$ cat src/hw/rtl/bbe_pkg.sv
`timescale 1ns / 1ps
`default_nettype none
// ----------------------------------------------------------------------------
// bbe_pkg: shared types and constants of the bernstein basis evaluator
// controller command and status words, field widths and the binomial table
// ----------------------------------------------------------------------------
package bbe_pkg;

	localparam int ORDER_W   = 4;
	localparam int BINOM_W   = 13;
	localparam int COEF_W    = 17;
	localparam int OUT_W     = 24;
	localparam int TAB_SIDE  = 1 << ORDER_W;
	localparam int TAB_DEPTH = TAB_SIDE * TAB_SIDE;

	typedef logic [BINOM_W-1:0] binom_tab_t [0:TAB_DEPTH-1];

	typedef struct packed {
		logic load;
		logic pass_load;
		logic pass_sel;
		logic step_x;
		logic step_y;
		logic scale;
		logic out_load;
	} bbe_cmd_t;

	typedef struct packed {
		logic err;
		logic cmd;
		logic k_zero;
		logic k_is_n;
		logic ea_zero;
		logic eb_zero;
	} bbe_stat_t;

	// pascal triangle, entries with k above n come out zero
	function automatic binom_tab_t build_binom_tab();
		binom_tab_t t;
		logic [BINOM_W-1:0] upper;
		logic [BINOM_W-1:0] upper_left;
		for (int n = 0; n < TAB_SIDE; n++) begin
			for (int k = 0; k < TAB_SIDE; k++) begin
				if (n == 0) begin
					t[k] = (k == 0) ? BINOM_W'(1) : '0;
				end else begin
					upper      = t[(n-1)*TAB_SIDE + k];
					upper_left = (k > 0) ? t[(n-1)*TAB_SIDE + k - 1] : '0;
					t[n*TAB_SIDE + k] = upper + upper_left;
				end
			end
		end
		return t;
	endfunction

	localparam binom_tab_t BINOM_TAB = build_binom_tab();

endpackage
`default_nettype wire

$ cat src/hw/rtl/bbe_datapath.sv
`timescale 1ns / 1ps
`default_nettype none
// ----------------------------------------------------------------------------
// bbe_datapath: operand registers, shared multiplier and result stage
// power products with half-up rounding, coefficient scaling, saturation
// ----------------------------------------------------------------------------
module bbe_datapath import bbe_pkg::*; #(
	parameter int MAX_ORDER = 15,
	parameter int FRAC_BITS = 16
) (
	input  wire logic                     clk,
	input  wire logic                     arst_n,
	input  wire logic                     cfg_wr_en,
	input  wire logic [ORDER_W-1:0]       cfg_wr_data,
	input  wire logic                     cmd,
	input  wire logic [FRAC_BITS:0]       point,
	input  wire logic [ORDER_W-1:0]       basis_index,
	input  wire bbe_cmd_t                 ctl,
	output bbe_stat_t                     stat,
	output logic signed [OUT_W-1:0]       result_value,
	output logic                          index_error
);

	localparam int PT_W   = FRAC_BITS + 1;
	localparam int MUL_W  = (PT_W > COEF_W) ? PT_W : COEF_W;
	localparam int PROD_W = MUL_W + PT_W;
	localparam int TERM_W = COEF_W + PT_W;
	localparam int DIFF_W = TERM_W + 1;

	localparam logic [PT_W-1:0]   ONE_FX  = {1'b1, {FRAC_BITS{1'b0}}};
	localparam logic [PROD_W-1:0] HALF_FX = PROD_W'(1) << (FRAC_BITS - 1);
	localparam logic signed [DIFF_W-1:0] POS_MAX = DIFF_W'((64'sd1 <<< (OUT_W - 1)) - 1);
	localparam logic signed [DIFF_W-1:0] NEG_MAX = -(DIFF_W'(64'sd1 <<< (OUT_W - 1)));

	logic [ORDER_W-1:0] poly_order_q;
	logic               cmd_q;
	logic [ORDER_W-1:0] k_q;
	logic [ORDER_W-1:0] n_q;
	logic [PT_W-1:0]    x_q;
	logic [PT_W-1:0]    y_q;
	logic               err_q;
	logic [ORDER_W-1:0] ea_q;
	logic [ORDER_W-1:0] eb_q;
	logic [COEF_W-1:0]  coef_q;
	logic [PT_W-1:0]    p_q;
	logic [TERM_W-1:0]  term_l_q;
	logic [TERM_W-1:0]  term_r_q;
	logic signed [OUT_W-1:0] result_q;
	logic               index_error_q;

	logic [ORDER_W-1:0] n_eff;
	logic [PT_W-1:0]    x_clamp;
	logic [BINOM_W-1:0] binom;
	logic [ORDER_W-1:0] n_minus_k;
	logic [MUL_W-1:0]   mul_a;
	logic [PT_W-1:0]    mul_b;
	logic [PROD_W-1:0]  prod;
	logic [PROD_W-1:0]  prod_rnd;
	logic signed [DIFF_W-1:0] diff;
	logic signed [OUT_W-1:0]  sat;

	always_comb begin
		n_eff = (int'(poly_order_q) > MAX_ORDER) ? ORDER_W'(MAX_ORDER) : poly_order_q;
		x_clamp = (point > ONE_FX) ? ONE_FX : point;
		binom = BINOM_TAB[{n_q, k_q}];
		n_minus_k = n_q - k_q;
	end

	// one shared multiplier: power steps or coefficient scaling
	always_comb begin
		mul_a = ctl.scale ? MUL_W'(coef_q) : MUL_W'(p_q);
		if (ctl.scale) begin
			mul_b = p_q;
		end else if (ctl.step_x) begin
			mul_b = x_q;
		end else begin
			mul_b = y_q;
		end
		prod = PROD_W'(mul_a) * PROD_W'(mul_b);
		prod_rnd = (prod + HALF_FX) >> FRAC_BITS;
	end

	always_comb begin
		diff = signed'({1'b0, term_l_q}) - signed'({1'b0, term_r_q});
		if (diff > POS_MAX) begin
			sat = POS_MAX[OUT_W-1:0];
		end else if (diff < NEG_MAX) begin
			sat = NEG_MAX[OUT_W-1:0];
		end else begin
			sat = diff[OUT_W-1:0];
		end
	end

	always_ff @(posedge clk or negedge arst_n) begin
		if (!arst_n) begin
			poly_order_q <= ORDER_W'(1);
		end else if (cfg_wr_en) begin
			poly_order_q <= cfg_wr_data;
		end
	end

	always_ff @(posedge clk) begin
		if (ctl.load) begin
			cmd_q    <= cmd;
			k_q      <= basis_index;
			n_q      <= n_eff;
			x_q      <= x_clamp;
			y_q      <= ONE_FX - x_clamp;
			err_q    <= basis_index > n_eff;
			term_l_q <= '0;
			term_r_q <= '0;
		end
		if (ctl.pass_load) begin
			p_q <= ONE_FX;
			if (!ctl.pass_sel) begin
				ea_q   <= cmd_q ? k_q - ORDER_W'(1) : k_q;
				eb_q   <= n_minus_k;
				coef_q <= cmd_q ? COEF_W'(binom) * COEF_W'(k_q) : COEF_W'(binom);
			end else begin
				ea_q   <= k_q;
				eb_q   <= n_minus_k - ORDER_W'(1);
				coef_q <= COEF_W'(binom) * COEF_W'(n_minus_k);
			end
		end
		if (ctl.step_x) begin
			p_q  <= prod_rnd[PT_W-1:0];
			ea_q <= ea_q - ORDER_W'(1);
		end
		if (ctl.step_y) begin
			p_q  <= prod_rnd[PT_W-1:0];
			eb_q <= eb_q - ORDER_W'(1);
		end
		if (ctl.scale) begin
			if (!ctl.pass_sel) begin
				term_l_q <= prod[TERM_W-1:0];
			end else begin
				term_r_q <= prod[TERM_W-1:0];
			end
		end
		if (ctl.out_load) begin
			result_q      <= sat;
			index_error_q <= err_q;
		end
	end

	always_comb begin
		stat.err     = err_q;
		stat.cmd     = cmd_q;
		stat.k_zero  = (k_q == '0);
		stat.k_is_n  = (k_q == n_q);
		stat.ea_zero = (ea_q == '0);
		stat.eb_zero = (eb_q == '0);
	end

	assign result_value = result_q;
	assign index_error  = index_error_q;

endmodule
`default_nettype wire

$ cat src/hw/rtl/bbe_ctrl.sv
`timescale 1ns / 1ps
`default_nettype none
// ----------------------------------------------------------------------------
// bbe_ctrl: sequencing state machine of the bernstein basis evaluator
// runs the value or derivative passes and hands the result word out
// ----------------------------------------------------------------------------
module bbe_ctrl import bbe_pkg::*; (
	input  wire logic      clk,
	input  wire logic      arst_n,
	input  wire logic      in_valid,
	output logic           in_ready,
	output logic           out_valid,
	input  wire logic      out_ready,
	input  wire bbe_stat_t stat,
	output bbe_cmd_t       ctl
);

	localparam logic [1:0] ST_IDLE = 2'd0;
	localparam logic [1:0] ST_PICK = 2'd1;
	localparam logic [1:0] ST_RUN  = 2'd2;
	localparam logic [1:0] ST_FIN  = 2'd3;

	logic [1:0] state_q;
	logic [1:0] state_d;
	logic       pass_q;
	logic       pass_d;
	logic       out_valid_q;

	always_comb begin
		state_d = state_q;
		pass_d  = pass_q;
		ctl     = '0;
		ctl.pass_sel = pass_q;
		in_ready = 1'b0;
		case (state_q)
			ST_IDLE: begin
				in_ready = 1'b1;
				if (in_valid) begin
					ctl.load = 1'b1;
					pass_d   = 1'b0;
					state_d  = ST_PICK;
				end
			end
			ST_PICK: begin
				if (stat.err) begin
					state_d = ST_FIN;
				end else if (!pass_q) begin
					if (!stat.cmd || !stat.k_zero) begin
						ctl.pass_load = 1'b1;
						state_d = ST_RUN;
					end else begin
						pass_d = 1'b1;
					end
				end else if (stat.cmd && !stat.k_is_n) begin
					ctl.pass_load = 1'b1;
					state_d = ST_RUN;
				end else begin
					state_d = ST_FIN;
				end
			end
			ST_RUN: begin
				if (!stat.ea_zero) begin
					ctl.step_x = 1'b1;
				end else if (!stat.eb_zero) begin
					ctl.step_y = 1'b1;
				end else begin
					ctl.scale = 1'b1;
					if (!pass_q) begin
						pass_d  = 1'b1;
						state_d = ST_PICK;
					end else begin
						state_d = ST_FIN;
					end
				end
			end
			ST_FIN: begin
				if (!out_valid_q || out_ready) begin
					ctl.out_load = 1'b1;
					state_d = ST_IDLE;
				end
			end
			default: begin
				state_d = ST_IDLE;
			end
		endcase
	end

	always_ff @(posedge clk or negedge arst_n) begin
		if (!arst_n) begin
			state_q     <= ST_IDLE;
			pass_q      <= 1'b0;
			out_valid_q <= 1'b0;
		end else begin
			state_q <= state_d;
			pass_q  <= pass_d;
			if (ctl.out_load) begin
				out_valid_q <= 1'b1;
			end else if (out_ready) begin
				out_valid_q <= 1'b0;
			end
		end
	end

	assign out_valid = out_valid_q;

endmodule
`default_nettype wire

$ cat src/hw/rtl/bernstein_basis_eval.sv
`timescale 1ns / 1ps
`default_nettype none
// ----------------------------------------------------------------------------
// bernstein_basis_eval: bernstein basis value and derivative evaluator
// one word in, one word out, order set by a single configuration register
// ----------------------------------------------------------------------------
// Evaluates C(n,k) x^k (1-x)^(n-k) (cmd 0) or its derivative in x (cmd 1) at
// an unsigned point with FRAC_BITS fraction bits, clamped to 1.0; the result
// is signed with FRAC_BITS fraction bits and saturates to 24 bits. An index
// above the order gives zero with index_error set. All power and scaling
// products go through one multiplier, at most one multiply per cycle, so the
// time per word grows with the order n: value words run one pass, derivative
// words up to two passes (at most one when k is 0 or n), error words none,
// and a word may also wait for a full output register. A new word is taken
// only when the previous one has been moved into the output register; a
// finished word may wait there while the next one is computed.
module bernstein_basis_eval import bbe_pkg::*; #(
	parameter int MAX_ORDER = 15,
	parameter int FRAC_BITS = 16
) (
	input  wire logic                 clk,
	input  wire logic                 arst_n,
	input  wire logic                 cfg_wr_en,
	input  wire logic [ORDER_W-1:0]   cfg_wr_data,
	input  wire logic                 in_valid,
	output logic                      in_ready,
	input  wire logic                 cmd,
	input  wire logic [FRAC_BITS:0]   point,
	input  wire logic [ORDER_W-1:0]   basis_index,
	output logic                      out_valid,
	input  wire logic                 out_ready,
	output logic signed [OUT_W-1:0]   result_value,
	output logic                      index_error
);

	bbe_cmd_t  ctl;
	bbe_stat_t stat;

	bbe_ctrl u_ctrl (
		.clk       (clk),
		.arst_n    (arst_n),
		.in_valid  (in_valid),
		.in_ready  (in_ready),
		.out_valid (out_valid),
		.out_ready (out_ready),
		.stat      (stat),
		.ctl       (ctl)
	);

	bbe_datapath #(
		.MAX_ORDER (MAX_ORDER),
		.FRAC_BITS (FRAC_BITS)
	) u_datapath (
		.clk          (clk),
		.arst_n       (arst_n),
		.cfg_wr_en    (cfg_wr_en),
		.cfg_wr_data  (cfg_wr_data),
		.cmd          (cmd),
		.point        (point),
		.basis_index  (basis_index),
		.ctl          (ctl),
		.stat         (stat),
		.result_value (result_value),
		.index_error  (index_error)
	);

	// error word always carries zero
	a_err_zero: assert property (@(posedge clk) disable iff (!arst_n)
		out_valid && index_error |-> result_value == '0)
		else $error("index error word with nonzero result");

	// no second word taken right after an accept
	a_accept_busy: assert property (@(posedge clk) disable iff (!arst_n)
		in_valid && in_ready |=> !in_ready)
		else $error("input taken while busy");

	// multiplier serves at most one operation per cycle
	a_mul_share: assert property (@(posedge clk) disable iff (!arst_n)
		$countones({ctl.step_x, ctl.step_y, ctl.scale}) <= 1)
		else $error("multiplier claimed twice");

	// result only loaded when the output register is free or draining
	a_out_free: assert property (@(posedge clk) disable iff (!arst_n)
		ctl.out_load |-> !out_valid || out_ready)
		else $error("output word overwritten");

endmodule
`default_nettype wire

$ cat config.mk
export PLATFORM = sky130hd
export DESIGN_NAME = bernstein_basis_eval
export DESIGN_NICKNAME = d
export VERILOG_FILES = /design/src/hw/rtl/bbe_pkg.sv /design/src/hw/rtl/bbe_datapath.sv /design/src/hw/rtl/bbe_ctrl.sv /design/src/hw/rtl/bernstein_basis_eval.sv
export SDC_FILE = /design/constraint.sdc
export NUM_CORES = 1
export LEC_CHECK = 0
export BUFFER_PORTS_ARGS = -buffer_cell sky130_fd_sc_hd__clkbuf_2
export CAP_MARGIN = 10
export CORE_MARGIN = 3
export CORE_UTILIZATION = 53
export CTS_CLUSTER_SIZE = 20
export DETAILED_ROUTE_END_ITERATION = 10
export PLACE_DENSITY = 0.68
export SYNTH_ARGS = -nofsm -noshare
export SYNTH_HDL_FRONTEND = slang
export SYNTH_SLANG_ARGS = --single-unit
export TNS_END_PERCENT = 20
$ cat constraint.sdc
create_clock -name clk -period 11 [get_ports clk]
set_input_delay 2.2 -clock clk [delete_from_list [all_inputs] [get_ports clk]]
set_output_delay 2.2 -clock clk [all_outputs]
set_load 0.02 [all_outputs]
Yosys cells after proc, flatten, opt, wreduce, memory -nomap -nowiden
Memories as Yosys holds them, arrays and structs flattened.
Index checks and enable logic that the tools add are counted.
{"block": "word_totals", "wordCells": 123, "regBits": 187, "mem_count": 1, "input_bits": 31, "out_inout_bits": 27, "mem_bits_ro": 3328}
{"name": "(name not given)", "words": 256, "width": 13, "rd": 1, "rd_ports_with_merged_regs": 0, "write_ports": 0, "line": "bbe_datapath.sv:65", "rtl": "binom = BINOM_TAB[{n_q, k_q}];"}
{"block": "classes", "add_sub_neg": 8, "magnitude_cmp": 5, "reduce_logical": 18, "multipliers": 3, "mux": 59, "bitwise": 1, "eq_ne": 10}
{"cell": "$mux 34", "count": 6}
{"cell": "$mux 17", "count": 9}
{"cell": "$gt 35x24->1 const B", "count": 1}
{"cell": "$lt 35x24->1 const B", "count": 1}
{"cell": "$sub 34x34->35", "count": 1}
{"cell": "$mul 13x4->17", "count": 2}
{"cell": "$mul 17x17->34", "count": 1}
{"cell": "$add 33x16->33 const B", "count": 1}
{"cell": "$mux 4", "count": 7}
{"cell": "$mux 13", "count": 2}
{"cell": "$mux 24", "count": 1}
{"cell": "$mux 1", "count": 22}
{"cell": "$mux 2", "count": 9}
{"cell": "$gt 17x17->1 const B", "count": 1}
{"cell": "$sub 17x17->17 const A", "count": 1}
{"cell": "$sub 4x1->4 const B", "count": 4}
{"cell": "$logic_not 4->1", "count": 3}
{"cell": "$reduce_and 5->1", "count": 2}
{"cell": "$ge 9x9->1 const B", "count": 1}
{"cell": "$not 8->9", "count": 1}
{"cell": "$pmux 2 s4", "count": 1}
{"cell": "$ne 2x1->1 const B", "count": 3}
{"cell": "$reduce_bool 2->1", "count": 3}
{"cell": "$reduce_bool 3->1", "count": 2}
{"cell": "13 further kinds", "count": 19}

Logic depth before layout (Yosys ltp)
Gate-level depths: netlist (run 1).
{"block": "depth", "depth_word": 10, "depth_mapped": 34, "mapped_depth_nobuf": 33}

By module
A second synthesis (run 1) with hierarchy kept.
{"block": "unflattened", "cells_unflattened": 2916, "hier_area_um2": 24837.6}
{"module": "bbe_datapath", "area_each_um2": 24453.5, "cells_each": 2870, "seq_area_each_um2": 4765.8, "instances": 1}
{"module": "bbe_ctrl", "area_each_um2": 384.1, "cells_each": 46, "seq_area_each_um2": 100.1, "instances": 1}

Worst setup path before layout (run 1)
OpenSTA, ideal clock, no wires.
{"block": "synth_timing", "kind": "register to register", "from": "reg u_datapath.ea_q[0]", "to": "reg u_datapath.p_q[14] (data pin)", "path_buffers": 3, "setup_ns": 0.146, "t_required_ns": 10.854, "slack_ns": 2.075, "stages_incl_launch_ff": 31, "arrival_ns": 8.779, "path_cell_list": "edfxtp_1 -> inv_1 -> ha_1 -> nor3b_1 -> nand2b_1 -> clkbuf_1 -> clkbuf_1 -> mux2i_1 -> a21oi_1 -> clkbuf_1 -> nand2_1 -> fa_1 -> fa_1 -> fa_1 -> inv_1 -> fa_1 -> fa_1 -> inv_1 -> fa_1 -> inv_1 -> ha_1 -> nand2_1 -> o21bai_1 -> o311ai_0 -> o21a_1 -> o21a_1 -> o311ai_0 -> nand3_1 -> or3_1 -> or3_1 -> a21oi_1"}
{"block": "synth_between", "elab_chain_len": 9, "elab_cells_between_ends": 11, "cone_classes": "add/sub (1); mul (1); mux (8); reduce/logical (1)"}
{"element": "start: declaration", "line": "bbe_datapath.sv:42", "rtl": "logic [ORDER_W-1:0] ea_q;"}
{"element": "start signal: assignment", "line": "bbe_datapath.sv:116", "rtl": "ea_q <= cmd_q ? k_q - ORDER_W'(1) : k_q;"}
{"element": "start signal: assignment", "line": "bbe_datapath.sv:120", "rtl": "ea_q <= k_q;"}
{"element": "start signal: assignment", "line": "bbe_datapath.sv:127", "rtl": "ea_q <= ea_q - ORDER_W'(1);"}
{"element": "$logic_not 4->1 *", "line": "bbe_datapath.sv:151", "rtl": "stat.ea_zero = (ea_q == '0);"}
{"element": "$mux 1", "line": "bbe_ctrl.sv:62", "rtl": "if (!stat.ea_zero) begin"}
{"element": "$mux 3 *", "line": "bbe_ctrl.sv:35", "rtl": "case (state_q)"}
{"element": "$mux 17", "line": "bbe_datapath.sv:74", "rtl": "end else if (ctl.step_x) begin"}
{"element": "$mux 17", "line": "bbe_datapath.sv:72", "rtl": "if (ctl.scale) begin"}
{"element": "$mul 17x17->34", "line": "bbe_datapath.sv:79", "rtl": "prod = PROD_W'(mul_a) * PROD_W'(mul_b);"}
{"element": "$add 33x16->33", "line": "bbe_datapath.sv:80", "rtl": "prod_rnd = (prod + HALF_FX) >> FRAC_BITS;"}
{"element": "$mux 17", "line": "bbe_datapath.sv:125", "rtl": "if (ctl.step_x) begin"}
{"element": "$mux 17 *", "line": "bbe_datapath.sv:129", "rtl": "if (ctl.step_y) begin"}
{"element": "end signal: assignment", "line": "bbe_datapath.sv:126", "rtl": "p_q <= prod_rnd[PT_W-1:0];"}
{"element": "end signal: assignment", "line": "bbe_datapath.sv:130", "rtl": "p_q <= prod_rnd[PT_W-1:0];"}
{"element": "end: declaration", "line": "bbe_datapath.sv:45", "rtl": "logic [PT_W-1:0] p_q;"}
Mark *: on every way between the ends. The rest lies on a longest branch, timed or not.
A chain may end at the register's enable or synchronous reset.

Worst setup path after layout (run 1)
Same ends and word-level chain as after synthesis.

==> metrics.csv, run 1 <==
stage;metric;value;unit
floorplanning;die_h;222;um
timing;layout_min_cycle_time;10.01;ns
detailed_routing;antenna_violating_nets_post_route;0;
critical_path;critPathTopFamily;adder cells;
synth;ys_seq_elements;186;
layout;final_std_cell_area_no_fill;26200;sq um
synth;synthesis.instances;2988;
synth;post_synth_xor_xnor_area;3.71;%
synth;synth_adder_area_share;33.1;%
critical_path;endpoint_kind;register;
floorplanning;count_of_boundary_i_o_pins;58;
layout;layout.cells.most_common_list;458 x nand2_1, 420 x inv_1, 270 x fa_1, 250 x nor2_1, 223 x ha_1;
timing;min_period_over_period;91.0;%
layout;layout_commonest_cell;nand2_1;
grt;grt_pass1_wl;110;mm
timing;timing_max_transition_violations_final;0;
synth;avgSynthCellArea;8.29;sq um
critical_path;crit_type;reg2reg;
cts;postCtsSetupBuffers;0;
synth;synth_fp_nets;3512;
critical_path;cp_num_buf_inv;4;
timing;worst_hold_slack;0.458;ns
job;maxCapViolCount;0;
synth;synth.yosys.seq_area_share;19.7;%
synth;netlist_area_pre_place;24800;sq um
layout;insertedDiodeCount;0;
layout;area_growth_syn_to_layout;5.75;%
synth;yosys_warnings;0;
critical_path;regToRegStartpoint;u_datapath.ea_q[0];
placed_design;placement.cell_area;25600;sq um
worst_hold_path;holdCritPathClass;reg2reg;
timing;timing.clock.skew;0.0165;ns
critical_path;critPathMaxStageDelay;0.91;ns
critical_path;crit_arrival;10.32;ns
synth;synth_top_family_by_area;adder cells;
grt;vias_in_the_first_global_route;20900;
synth;synth-edff-count;110;
critical_path;critPathLaunchType;register;
critical_path;crit_cells;27;
cts;tritoncts_num_sinks;186;
grt;grt_remaining_overflow;0;
cts;cts_tree;yes;
detailed_routing;routedWlPerCell;18.9;um
synth;synth-compound-area-share;13.2;%
detailed_routing;drt_drc_violations_left;0;
cts;clock-root-buffer;clkbuf_16;
status;run_status;finished, final reports clean;
layout;layout-drive-gt1-share;5.49;%
placed_design;dpl.hpwl;53.5;mm
critical_path;setup.worst_path.end;u_datapath.p_q[14];
cts;cts_resized;0;
timing;max_freq;99.9;MHz
critical_path;critPathRequiredTime;11.31;ns
worst_hold_path;worstHoldStart;u_datapath.term_l_q[28];
cts;cts-buffers-inserted;17;
cts;clk_transition_reported_paths;0.07;ns
grt;gr-usage-all-layers;27.6;%
synth;post_synthesis_share_of_cell_area_spent_on_and_or_nand_and_nor_gates;18.9;%
grt;grt_antenna_before_repair;0;
timing;setup_viol_count_final;0;
layout;total_number_of_nets_in_the_final_design;3496;
timing;max_slew.worst_pin.slew;1.24;ns
floorplanning;floorplan.initialDensity;54.1;%
critical_path;cp-startpoint;u_datapath.ea_q[0];
layout;fill_cells;4177;
floorplanning;die_x;222;um
cts;clock_latency_on_the_worst_skew_pair;0.47;ns
critical_path;crit_slowest_cell;o311ai_0;
layout;final_core_utilization;57.2;%
critical_path;critPathMaxFanout;11;
timing;relative_slew_slack;17.0;%
detailed_routing;first_iter_violations;1898;
cts;cts-root-to-sink-buffers;2;
detailed_routing;vias_per_cell;5.91;
synth;yosys.cell_types.count;77;
synth;ys_async_sr_fraction;4.30;%
timing;totalNegativeSetupSlack;0;ns
critical_path;worstReg2RegEnd;u_datapath.p_q[14];
floorplanning;core_area;45800;sq um
timing;number_of_hold_violations_in_the_final_report;0;
cts;h-tree-depth;4;
synth;yosys-mux-area-fraction;2.83;%
critical_path;reg2reg_setup_slack;0.99;ns
critical_path;r2r.worst_path.cells;27;
grt;grt_max_degree;87;
detailed_routing;dr.pass1.iters;6;
placed_design;gpl.final_weighted_congestion;0.960;
detailed_routing;route.vias.total;21200;
synth;synth_top_flop_cell;edfxtp_1;
cts;cts_hold_fix_bufs;0;
floorplanning;die_area;49300;sq um
placed_design;port_buffers;57;
floorplanning;placementRows;78;
detailed_routing;postRouteWirelength;67.9;mm
critical_path;critical-path-top-cell-by-count;fa_1;
timing;grt_setup_unrepaired;no;
-- synth_stat cells (all sizes together) (55+ instances only) --
cell | number | share of area [%]
a21oi | 145 | 2.9
clkbuf | 124 | 1.9
dfxtp | 68 | 5.5
edfxtp | 110 | 13
fa | 270 | 22
ha | 223 | 11
inv | 421 | 6.4
nand2 | 459 | 7.0
nand3 | 92 | 1.9
nor2 | 253 | 3.8
nor3 | 55 | 1.1
o21ai | 171 | 3.5
xnor2 | 70 | 2.5
-- layout make-up --
type / count / area, sq um / area share (%)
multi-input combinational: 2244 / 17800 / 68.0
sequential: 186 / 4870 / 18.6
inverter: 425 / 1600 / 6.09
tap: 600 / 751 / 2.87
timing repair buffer: 98 / 613 / 2.34
clock buffer: 18 / 430 / 1.64
clock inverter: 14 / 130 / 0.497
-- registers in the layout, summed over array words and instances, names as in the netlist, 16 cells and up --
signal	flops
u_datapath.y_q	16
u_datapath.term_l_q	34
u_datapath.result_value	24
u_datapath.p_q	17
u_datapath.x_q	17
u_datapath.term_r_q	34
u_datapath.coef_q	17
-- layer usage --
layer / global-route usage, % / part of all wire (%)
met1: 34.7 / 40
met2: 47.5 / 49
met3: 4.37 / 6.4
met5: 0 / 0
met4: 11.6 / 4.4
-- through the flow --
stage / cells / setup slack, ns
final: 3585 / 0.995
after global routing: 3585 / 0.514
after CTS: 3584 / 1.18
after detailed placement: 3552 / 1.20
after global placement: 3552 / 1.50
after floorplan: 2988 / 2.07
-- cells by family (layout without fill, tap and decap cells) --
group / count (synthesis) / after routing
XOR/XNOR: 105 / 105
AO/OA/AOI/OAI: 531 / 531
flip-flops: 186 / 186
adder cells (fa/ha/maj): 493 / 493
AND/OR/NAND/NOR: 1053 / 1053
buffers and inverters: 558 / 555
multiplexers: 62 / 62
-- worst min-delay path, cell delays in order (launching register included) --
cell and delay (ns):
dfxtp_1 0.31, nand3_1 0.06, nand2_1 0.05
-- worst min-delay path by stage --
stage                                   end  slack, ns  depth (start not counted)
floorplan                 u_datapath.n_q[1]       0.42                          0
global placement    u_datapath.term_l_q[32]       0.45                          2
detailed placement        u_datapath.n_q[1]       0.43                          0
CTS                 u_datapath.term_l_q[28]       0.46                          2
global route        u_datapath.term_l_q[28]       0.47                          2
finish              u_datapath.term_l_q[28]       0.46                          2
Power of run 1 is left out: the tool's default activity adds up to more than one toggle a clock period on the data nets, which glitch-free logic cannot reach.
==> run 2, diff against run 1 <==
--- a/config.mk
+++ b/config.mk
@@ -5,12 +5,13 @@
 export SDC_FILE = /design/constraint.sdc
 export NUM_CORES = 1
 export LEC_CHECK = 0
-export BUFFER_PORTS_ARGS = -buffer_cell sky130_fd_sc_hd__clkbuf_2
+export BUFFER_PORTS_ARGS = -buffer_cell sky130_fd_sc_hd__buf_2
 export CAP_MARGIN = 10
 export CORE_MARGIN = 3
 export CORE_UTILIZATION = 53
 export CTS_CLUSTER_SIZE = 20
 export DETAILED_ROUTE_END_ITERATION = 10
+export GPL_ROUTABILITY_DRIVEN = 0
 export PLACE_DENSITY = 0.68
 export SYNTH_ARGS = -nofsm -noshare
 export SYNTH_HDL_FRONTEND = slang
==> run 2 against run 1 <==
Flip-flop and latch count unchanged; register-to-register slack better by 0.31 ns; clock skew down 0.0011 ns; design area is 0.11% higher; non-clock buffer count down 5; cell count is 0.14% lower; fmax rose by 3.2%; first-iteration DRC count down 7.7%; setup slack improved by 0.31 ns; sequential share of layout area is essentially flat; critical endpoint unchanged; largest cell class unchanged.
==> metrics.csv, run 2 (synthesis gave the netlist of run 1 again) <==
stage;metric;value;unit;change
timing;max_freq;103;MHz;+3.2%
cts;clock_latency_on_the_worst_skew_pair;0.46;ns;about the same
layout;insertedDiodeCount;0;;unchanged
floorplanning;placementRows;78;;unchanged
layout;fill_cells;4235;;+1.4%
critical_path;critPathMaxFanout;16;;+5
timing;grt_setup_unrepaired;no;;
layout;area_growth_syn_to_layout;5.87;%;
critical_path;critPathRequiredTime;11.30;ns;about the same
grt;grt_pass1_wl;109;mm;-1.0%
layout;register_area;4870;sq um;unchanged
floorplanning;die_area;49300;sq um;unchanged
detailed_routing;drt_drc_violations_left;0;;unchanged
layout;layout.cells.most_common_list;458 x nand2_1, 420 x inv_1, 270 x fa_1, 250 x nor2_1, 223 x ha_1;;
timing;timing.clock.skew;0.0154;ns;-0.00110 ns
cts;cts-buffers-inserted;17;;unchanged
layout;total_number_of_nets_in_the_final_design;3491;;-0.14%
timing;timing_max_transition_violations_final;0;;unchanged
cts;clock-root-buffer;clkbuf_16;;
floorplanning;count_of_boundary_i_o_pins;58;;unchanged
cts;clk_transition_reported_paths;0.07;ns;about the same
placed_design;port_buffers;57;;unchanged
critical_path;endpoint_kind;register;;
detailed_routing;routedWlPerCell;18.7;um;-1.3%
grt;grt_remaining_overflow;0;;unchanged
cts;tritoncts_num_sinks;186;;unchanged
timing;relative_slew_slack;22.3;%;+5.3 points
layout;multi_input_comb_area;17800;sq um;unchanged
timing;number_of_hold_violations_in_the_final_report;0;;unchanged
detailed_routing;vias_per_cell;5.88;;-0.56%
grt;gr-usage-all-layers;27.2;%;-0.45 points
job;maxCapViolCount;0;;unchanged
floorplanning;die_h;222;um;unchanged
placed_design;placedCellCount;3546;;-0.17%
timing;max_slew.worst_pin.slew;1.16;ns;-0.0782 ns
cts;cts_resized;0;;unchanged
detailed_routing;antenna_violating_nets_post_route;0;;unchanged
cts;cts_tree;yes;;
critical_path;crit_type;reg2reg;;
floorplanning;floorplan.initialDensity;54.1;%;unchanged
layout;finalNonFillerCells;3580;;-0.14%
critical_path;crit_arrival;10.00;ns;-0.32 ns
timing;totalNegativeSetupSlack;0;ns;unchanged
timing;setup_viol_count_final;0;;unchanged
cts;cts_hold_fix_bufs;0;;unchanged
detailed_routing;first_iter_violations;1752;;-7.7%
cts;postCtsSetupBuffers;0;;unchanged
cts;h-tree-depth;4;;unchanged
detailed_routing;dr.pass1.iters;6;;unchanged
critical_path;critPathLaunchType;register;;
detailed_routing;postRouteWirelength;67.0;mm;-1.4%
floorplanning;core_area;45800;sq um;unchanged
detailed_routing;route.vias.total;21000;;-0.69%
layout;layout-drive-gt1-share;5.27;%;-0.23 points
worst_hold_path;holdCritPathClass;reg2reg;;
layout;layout_commonest_cell;nand2_1;;
cts;cts-root-to-sink-buffers;2;;unchanged
floorplanning;die_x;222;um;unchanged
grt;vias_in_the_first_global_route;21100;;+0.59%
grt;grt_max_degree;87;;unchanged
status;run_status;finished, final reports clean;;
timing;worst_hold_slack;0.464;ns;+0.00625 ns
timing;min_period_over_period;88.2;%;-2.8 points
timing;layout_min_cycle_time;9.70;ns;-0.306 ns
grt;grt_antenna_before_repair;0;;unchanged
placed_design;dpl.hpwl;52.8;mm;-1.3%
[run 2: cell types whose count changed in the layout (fill, tap and decap cells not counted), sizes merged]
| cell | change |
|---|---|
| clkbuf | -57 |
| bufinv | +1 |
| clkinv | +1 |
| buf | +52 |
| inv | -2 |
[run 2: worst paths after layout]
check | slack, ns | from | endpoint | cells past startpoint
hold reg to reg | 0.46 | u_datapath.term_l_q[21] | u_datapath.term_l_q[21] | 2
setup reg to reg | 1.30 | u_datapath.ea_q[0] | u_datapath.p_q[14] | 27
hold / removal | 0.46 | u_datapath.term_l_q[21] | u_datapath.term_l_q[21] | 2
setup / recovery | 1.30 | u_datapath.ea_q[0] | u_datapath.p_q[14] | 27
max in group asynchronous | 9.18 | arst_n | u_datapath.n_eff[0] | 1
min in group asynchronous | 1.57 | arst_n | u_datapath.n_eff[2] | 1
[run 2: routing by layer]
layer / vias up / part of all wire (%) / global-route usage (%)
met4: 0 / 4.2 / 11.8
met1: 10300 / 41 / 34.9
met5: - / 0 / 0
li1: 9830 / - / -
met3: 161 / 6.0 / 3.68
met2: 745 / 49 / 46.2
[run 2: metrics by stage]
stage / worst slack [ns] / area [sq um] / utilization (%)
2_1_floorplan: 2.07 / 24800 / -
3_3_place_gp: 1.60 / 25600 / 55.9
3_5_place_dp: 1.41 / 25600 / 55.9
4_1_cts: 1.40 / 26200 / 57.2
5_1_grt: 0.608 / 26200 / 57.3
6_report: 1.30 / 26200 / 57.3
[run 2: worst max-delay path, cell delays in order (launching register included)]
cell and delay (ns):
edfxtp_1 0.38, inv_1 0.09, ha_1 0.17, nor3b_1 0.39
nand2b_1 0.52, buf_12 0.25, mux2i_1 0.12, a21oi_1 0.80
nand2_1 0.17, fa_1 0.56, fa_1 0.44, fa_1 0.54
inv_1 0.06, fa_1 0.46, fa_1 0.55, inv_1 0.06
fa_1 0.53, inv_1 0.05, ha_1 0.36, a2111oi_0 0.44
nor2b_1 0.34, a211oi_1 0.17, or2_2 0.36, o311ai_1 0.56
nand3_1 0.25, or3_1 0.42, or3_1 0.36, a21oi_1 0.14
[run 2: final cells by class]
| class | instances | area share (%) |
|---|---|---|
| Clock inverter | 14 | 0.582 |
| Inverter | 425 | 6.09 |
| Timing Repair Buffer | 93 | 2.29 |
| Multi-Input combinational cell | 2244 | 67.9 |
| Sequential cell | 186 | 18.6 |
| Tap cell | 600 | 2.86 |
| Clock buffer | 18 | 1.72 |
Power of run 2 is left out for the same reason.
